$ cat config.mk
export PLATFORM = sky130hd
export DESIGN_NAME = mwpd_ctrl
export DESIGN_NICKNAME = d
export VERILOG_FILES = /design/src/mwpd_pkg.sv /design/src/mwpd_ctrl.sv
export SDC_FILE = /design/constraint.sdc
export NUM_CORES = 1
export LEC_CHECK = 0
export BUFFER_PORTS_ARGS = -buffer_cell sky130_fd_sc_hd__buf_4
export CAP_MARGIN = 40
export CORE_MARGIN = 2
export CORE_UTILIZATION = 62
export CTS_CLUSTER_DIAMETER = 40
export DETAILED_ROUTE_END_ITERATION = 6
export PLACE_DENSITY = 0.81
export SLEW_MARGIN = 20
export SYNTH_ARGS = -nofsm -noshare
export SYNTH_HDL_FRONTEND = slang
export SYNTH_SLANG_ARGS = --single-unit
$ cat constraint.sdc
create_clock -name clk -period 5.5 [get_ports clk]
set_clock_uncertainty 0.2 [all_clocks]
set_input_delay 0.825 -clock clk [delete_from_list [all_inputs] [get_ports clk]]
set_output_delay 0.825 -clock clk [all_outputs]
set_load 0.02 [all_outputs]
$ cat src/mwpd_pkg.sv
// mecanum wheel pid drive: shared types, codes and constants
// used by mwpd_div, mwpd_dp, mwpd_ctrl and the top level, depends on nothing
`timescale 1ns / 1ps

package mwpd_pkg;

    localparam logic [7:0] MOTOR_LOW_DEF  = 8'd0;
    localparam logic [7:0] MOTOR_HIGH_DEF = 8'd180;

    localparam int DIV_W = 50;
    localparam int MAG_W = 49;
    localparam int CNT_W = $clog2(MAG_W + 1);

    // ceil(2^34 / 500), exact floor division by 500 for values below 2^25
    localparam logic [25:0] RECIP_500 = 26'd34359739;

    typedef enum logic [2:0] {
        CFG_LIN_LIMIT = 3'd0,
        CFG_ANG_LIMIT = 3'd1,
        CFG_WHEEL_GAIN = 3'd2,
        CFG_TURN_LEVER = 3'd3,
        CFG_GAIN_P = 3'd4,
        CFG_GAIN_I = 3'd5,
        CFG_GAIN_D = 3'd6
    } cfg_idx_t;

    typedef enum logic [4:0] {
        OP_NONE,
        OP_LOAD,
        OP_RESTART,
        OP_CLAMP,
        OP_TMUL,
        OP_TSH,
        OP_SMUL,
        OP_Z,
        OP_QMUL,
        OP_TGT,
        OP_E,
        OP_EDT,
        OP_EI,
        OP_DMUL,
        OP_DDIV,
        OP_PMUL,
        OP_PACC,
        OP_IMUL,
        OP_IACC,
        OP_WOUT,
        OP_PUB
    } op_t;

    typedef struct packed {
        op_t        op;
        logic [1:0] wheel;
    } cmd_t;

    typedef struct packed {
        logic restart;
        logic dt_zero;
        logic div_busy;
    } status_t;

endpackage

$ cat src/mwpd_ctrl.sv
// controller: sequences the datapath through each wheel and owns the handshakes
// depends on mwpd_pkg
`timescale 1ns / 1ps

module mwpd_ctrl
(
    input  logic              clk,
    input  logic              rst_n,
    input  logic              in_valid,
    output logic              in_ready,
    output logic              out_valid,
    input  logic              out_ready,
    input  mwpd_pkg::status_t status,
    output mwpd_pkg::cmd_t    cmd
);

    typedef enum logic [22:0] {
        ST_IDLE  = 23'd1 << 0,
        ST_DEC   = 23'd1 << 1,
        ST_RST   = 23'd1 << 2,
        ST_CLAMP = 23'd1 << 3,
        ST_TMUL  = 23'd1 << 4,
        ST_TSH   = 23'd1 << 5,
        ST_SMUL  = 23'd1 << 6,
        ST_Z     = 23'd1 << 7,
        ST_QMUL  = 23'd1 << 8,
        ST_TGT   = 23'd1 << 9,
        ST_MWAIT = 23'd1 << 10,
        ST_E     = 23'd1 << 11,
        ST_EDT   = 23'd1 << 12,
        ST_EI    = 23'd1 << 13,
        ST_DMUL  = 23'd1 << 14,
        ST_DDIV  = 23'd1 << 15,
        ST_DWAIT = 23'd1 << 16,
        ST_PMUL  = 23'd1 << 17,
        ST_PACC  = 23'd1 << 18,
        ST_IMUL  = 23'd1 << 19,
        ST_IACC  = 23'd1 << 20,
        ST_WOUT  = 23'd1 << 21,
        ST_PUB   = 23'd1 << 22
    } state_t;

    state_t     state_reg, state_next;
    logic [1:0] wheel_reg, wheel_next;
    logic       out_valid_reg, out_valid_next;
    logic       pub_ok;

    assign pub_ok = !out_valid_reg || out_ready;

    always_comb
    begin
        state_next     = state_reg;
        wheel_next     = wheel_reg;
        out_valid_next = out_valid_reg && !out_ready;
        cmd.op         = mwpd_pkg::OP_NONE;
        cmd.wheel      = wheel_reg;
        case (state_reg)
            ST_IDLE:
            begin
                if (in_valid)
                begin
                    cmd.op     = mwpd_pkg::OP_LOAD;
                    state_next = ST_DEC;
                end
            end
            ST_DEC:
            begin
                wheel_next = 2'd0;
                state_next = status.restart ? ST_RST : ST_CLAMP;
            end
            ST_RST:
            begin
                cmd.op     = mwpd_pkg::OP_RESTART;
                state_next = ST_PUB;
            end
            ST_CLAMP:
            begin
                cmd.op     = mwpd_pkg::OP_CLAMP;
                state_next = ST_TMUL;
            end
            ST_TMUL:
            begin
                cmd.op     = mwpd_pkg::OP_TMUL;
                state_next = ST_TSH;
            end
            ST_TSH:
            begin
                cmd.op     = mwpd_pkg::OP_TSH;
                state_next = ST_SMUL;
            end
            ST_SMUL:
            begin
                cmd.op     = mwpd_pkg::OP_SMUL;
                state_next = ST_Z;
            end
            ST_Z:
            begin
                cmd.op     = mwpd_pkg::OP_Z;
                state_next = ST_QMUL;
            end
            ST_QMUL:
            begin
                cmd.op     = mwpd_pkg::OP_QMUL;
                state_next = ST_TGT;
            end
            ST_TGT:
            begin
                cmd.op     = mwpd_pkg::OP_TGT;
                state_next = ST_MWAIT;
            end
            ST_MWAIT:
            begin
                if (!status.div_busy)
                begin
                    state_next = ST_E;
                end
            end
            ST_E:
            begin
                cmd.op     = mwpd_pkg::OP_E;
                state_next = ST_EDT;
            end
            ST_EDT:
            begin
                cmd.op     = mwpd_pkg::OP_EDT;
                state_next = ST_EI;
            end
            ST_EI:
            begin
                cmd.op     = mwpd_pkg::OP_EI;
                state_next = ST_DMUL;
            end
            ST_DMUL:
            begin
                cmd.op     = mwpd_pkg::OP_DMUL;
                state_next = ST_DDIV;
            end
            ST_DDIV:
            begin
                cmd.op     = mwpd_pkg::OP_DDIV;
                state_next = ST_DWAIT;
            end
            ST_DWAIT:
            begin
                if (!status.div_busy)
                begin
                    state_next = ST_PMUL;
                end
            end
            ST_PMUL:
            begin
                cmd.op     = mwpd_pkg::OP_PMUL;
                state_next = ST_PACC;
            end
            ST_PACC:
            begin
                cmd.op     = mwpd_pkg::OP_PACC;
                state_next = ST_IMUL;
            end
            ST_IMUL:
            begin
                cmd.op     = mwpd_pkg::OP_IMUL;
                state_next = ST_IACC;
            end
            ST_IACC:
            begin
                cmd.op     = mwpd_pkg::OP_IACC;
                state_next = ST_WOUT;
            end
            ST_WOUT:
            begin
                cmd.op     = mwpd_pkg::OP_WOUT;
                wheel_next = wheel_reg + 2'd1;
                state_next = (wheel_reg == 2'd3) ? ST_PUB : ST_SMUL;
            end
            ST_PUB:
            begin
                if (pub_ok)
                begin
                    cmd.op         = mwpd_pkg::OP_PUB;
                    out_valid_next = 1'b1;
                    state_next     = ST_IDLE;
                end
            end
            default:
            begin
                state_next = ST_IDLE;
            end
        endcase
    end

    always_ff @(posedge clk or negedge rst_n)
    begin
        if (!rst_n)
        begin
            state_reg     <= ST_IDLE;
            wheel_reg     <= 2'd0;
            out_valid_reg <= 1'b0;
        end
        else
        begin
            state_reg     <= state_next;
            wheel_reg     <= wheel_next;
            out_valid_reg <= out_valid_next;
        end
    end

    assign in_ready  = (state_reg == ST_IDLE);
    assign out_valid = out_valid_reg;

endmodule

==> metrics.md <==
| Metric | Value |
|---|---|
| Result of the run | finished, final reports clean |
| Horizontal die dimension | 53.0 um |
| Detailed route wirelength on metal2 | 1.54 mm |
| Class of the most critical setup path | flip-flop to primary output |
| Final setup violation count | 0 |
| Number of setup buffers added after CTS | 0 |
| Slew @ Worst Pin | 0.847 ns |
| WL met3 | around 200 um |
| Sequential cell fraction of total power | around two fifths |
| Post-synth EDFFs | 0 |
| Combinational family with the most area after synthesis | simple AND/OR/NAND/NOR gates |
| First-pass GRT wire length | 5.31 mm |
| Max stage delay cell, worst path | sky130_fd_sc_hd__nor4_1 |
| Clock network fraction of total power | 23.6% |
| Portion of synthesized cell area occupied by the leading cell type | about two fifths |
| Routed via count | 1,279 |
| Worst supply voltage drop on vdd | 0.274 mV |
| Placement Rows | 17 |
| Worst slew margin relative to its limit | 43.0% |
| Number of sinks handled by clock tree synthesis | 26 |
| Via/cell ratio | roughly 6.6 |
| Worst min path class | input pin to async pin |
| Synth Net Count | roughly 160 |
| Iter 0 DRT Violations | 53 |
| Leading cell types in the layout, fill and taps excluded | sky130_fd_sc_hd__dfrtp_1, sky130_fd_sc_hd__buf_4, sky130_fd_sc_hd__nor2_1 |
| Highest metal layer with signal wires | met4 |
| Setup TNS after final layout | 0 ns |
| Area enclosed by the die boundary | 0.00281 mm^2 |
| Post-synthesis sequential element count | 26 |
| Max Cap Viol | 0 |
| Most area-hungry cell type in the Yosys netlist | sky130_fd_sc_hd__dfrtp_1 |
| Maximum number of pins on one net before global-route repair | 27 |
| Syn Area/Cell | approximately 10 um^2 |
| Mux cell area share after synthesis | 0% |
| Number of global-route vias before repair | 1,154 |
| Switch share | 35.4% |
| Sort of element at the start of the critical path | flip-flop |
| Remaining routing DRC violations | 0 |
| Number of flip-flops in the largest register | 23 |
| Effective utilization at floorplan | 66.8% |
| Worst-Skew Late Latency | ~0.33 ns |
| Total standard cell area after synthesis | 0.00149 mm^2 |
| Post-DP HPWL | about 2.5 mm |
| Port-buffer cells | 14 |
| Hold_buf cts | 0 |
| Final standard cell utilization of the core | 75.4% |
| Number of nets in the layout | 174 |
| Power density over the cells | 340 mW/mm^2 |
| Detailed-routing wirelength on met1 | 1.50 mm |
| Clock-pin slew on the worst setup and hold paths | around 0.15 ns |
| Depth of the most critical reg-to-reg path | 5 |
| Chain of cells forming the critical path | nor4_4, nand4_1, nor4_1, or4b_1, or3_1, buf_4 |
| Xor and xnor area share after synthesis | approximately 2.3% |
| Routed wire length | 3.28 mm |
| Maximum clock rate | 257 MHz |
| Count of boundary I/O pins | 16 |
| Type of destination of the critical path | primary output |
| TritonCTS Buffers | 3 |
| Final critical-path setup slack | between 1.5 and 2 ns |
| Yosys warns | 0 |
| Basic-gate share of the synthesized area counting and, or, nand and nor cells | 43.7% |
| Top area cells in the synthesized netlist | sky130_fd_sc_hd__dfrtp_1, sky130_fd_sc_hd__nor4_4, sky130_fd_sc_hd__nor3b_1, sky130_fd_sc_hd__or4_1, sky130_fd_sc_hd__nand2b_1 |
| Die span in y | 53.0 um |
| Stage delay of the slowest cell on the critical path | 0.75 ns |
| Number of unique standard cell types used by synthesis | between 40 and 50 |
| Antenna Diode Count | 0 |
| Adder and majority cell fraction of the synthesized area | 0.839% |
| Minimum period implied by the final worst setup slack | slightly below 4 ns |
| Ratio of cells with drive above 1 in the final layout | 21.2% |
| Total net switching power | 203 uW |
| Antenna-violating nets left | 0 |
| Final Hold Viols | 0 |
| GRT overflow | 0 |
| Maximum net fanout on the critical path | 7 |
| Global placement routability congestion | 0.853 |
| Number of pins exceeding their max-slew limit in the final report | 0 |
| Required time of the worst setup path | about 4.5 ns |
| Predominant post-synthesis flop cell | sky130_fd_sc_hd__dfrtp_1 |
| Post-DR wirelength/cell | 17.0 um |
| Setup slack after placement | 2.06 ns |
| Complex-gate fraction of the synthesized area | 8.39% |
| All-layer global routing usage | 26.2% |
| First-pass iteration count of the detailed router | 4 |
| Post-cts repair resize count | 0 |
| Part of the total power dissipated in combinational logic | 37.1% |
| Share of synthesized area occupied by flip-flops and latches | 43.7% |
| Number of levels the H-tree was split into | 1 |
| TritonCTS clock tree | yes |
| Data arrival time at the worst-slack endpoint | 2.87 ns |
| Initial antenna violation count | 0 |
| Leakage power summed over all cells | 0.807 nW |
| Clock root buffer | sky130_fd_sc_hd__clkbuf_4 |
| Pint | 370 uW |
| Commonest non-fill, non-tap cell in the layout | sky130_fd_sc_hd__dfrtp_1 |
| Syn-to-layout area delta | 12.9% |
| Final period utilization | 70.9% |
| CORE AREA | 0.00223 mm^2 |
| Async set-or-reset flop fraction in the synthesized netlist | 100% |
| RSZ-0062 raised after global routing | false |
| Cells after Synth | 147 |
| Largest buffer count on any clock path | 2 |
-- routing by layer --
metal / up-vias / GRT usage, %
li1: 610 / -
met1: 610 / 37.6
met2: 54 / 40.2
met3: 5 / 5.08
met4: 0 / 7.26
met5: - / 0
-- power groups by stage --
stage	Combinational (mW)	Sequential, mW	Clock [mW]
final	0.213	0.225	0.135
after global routing	0.233	0.227	0.142
after CTS	0.211	0.224	0.136
after detailed placement	0.210	0.228	0
after global placement	0.207	0.227	0
after floorplan	0.156	0.225	0
-- metrics by stage --
stage	hold WS [ns]	instance area (um^2)	power [mW]	instances
6_report	0.167	1680	0.572	193
5_1_grt	0.186	1680	0.601	193
4_1_cts	0.173	1680	0.572	193
3_5_place_dp	0.303	1630	0.438	189
3_3_place_gp	0.288	1630	0.434	189
2_1_floorplan	0.296	1490	0.381	147
-- critical path: cells and delay by family, from the launching register on --
| kind | cells | cell delay [ns] |
|---|---|---|
| buffers and inverters | 1 | 0.13 |
| DFF | 1 | 0.48 |
| and+or+nand+nor | 5 | 1.93 |
-- Yosys cell counts (2+ instances only) --
master / instances
sky130_fd_sc_hd__nor3b_1: 8
sky130_fd_sc_hd__a21o_1: 2
sky130_fd_sc_hd__nand3_1: 6
sky130_fd_sc_hd__nor4_4: 3
sky130_fd_sc_hd__dfrtp_1: 25
sky130_fd_sc_hd__nor3_1: 7
sky130_fd_sc_hd__nand4b_1: 2
sky130_fd_sc_hd__nand3b_1: 5
sky130_fd_sc_hd__a21oi_1: 3
sky130_fd_sc_hd__inv_1: 4
sky130_fd_sc_hd__or3_1: 4
sky130_fd_sc_hd__nor2_1: 11
sky130_fd_sc_hd__and2_1: 2
sky130_fd_sc_hd__xor2_1: 2
sky130_fd_sc_hd__nand2_1: 7
sky130_fd_sc_hd__nand4_1: 5
sky130_fd_sc_hd__nor4_1: 7
sky130_fd_sc_hd__or4_1: 7
sky130_fd_sc_hd__xnor2_1: 2
sky130_fd_sc_hd__nand2b_1: 8
sky130_fd_sc_hd__or4b_2: 2
sky130_fd_sc_hd__or2_2: 3
-- final cells by class --
type	count	area, um^2
Tap cell	28	35.0
Clock inverter	1	30.0
Clock buffer	3	22.5
Sequential cell	26	652
Inverter	4	15.0
Multi-Input combinational cell	117	825
Timing Repair Buffer	14	105
Fill cell	164	549
-- cell families (layout without fill, tap and decap cells) --
| group | after synthesis | after routing |
|---|---|---|
| simple gates | 96 | 96 |
| flops | 26 | 26 |
| compound gates | 16 | 16 |
| xor+xnor | 4 | 4 |
| buf+inv | 4 | 22 |
| fa+ha+maj | 1 | 1 |
-- path summary, 6_finish.rpt --
| kind | startpoint | endpoint | slack (ns) |
|---|---|---|---|
| max in group asynchronous | rst_n | state_reg[0]$_DFFE_PN1P_ | 4.63 |
| min | rst_n | state_reg[13]$_DFFE_PN0P_ | 0.17 |
| min in group clk | wheel_reg[0]$_DFFE_PN0P_ | wheel_reg[0]$_DFFE_PN0P_ | 0.32 |
| max | state_reg[1]$_DFFE_PN0P_ | cmd[4] | 1.60 |
| max reg2reg | state_reg[1]$_DFFE_PN0P_ | state_reg[0]$_DFFE_PN1P_ | 2.86 |
| min reg2reg | wheel_reg[0]$_DFFE_PN0P_ | wheel_reg[0]$_DFFE_PN0P_ | 0.32 |
No activity file was read; power rests on OpenSTA's default activity.
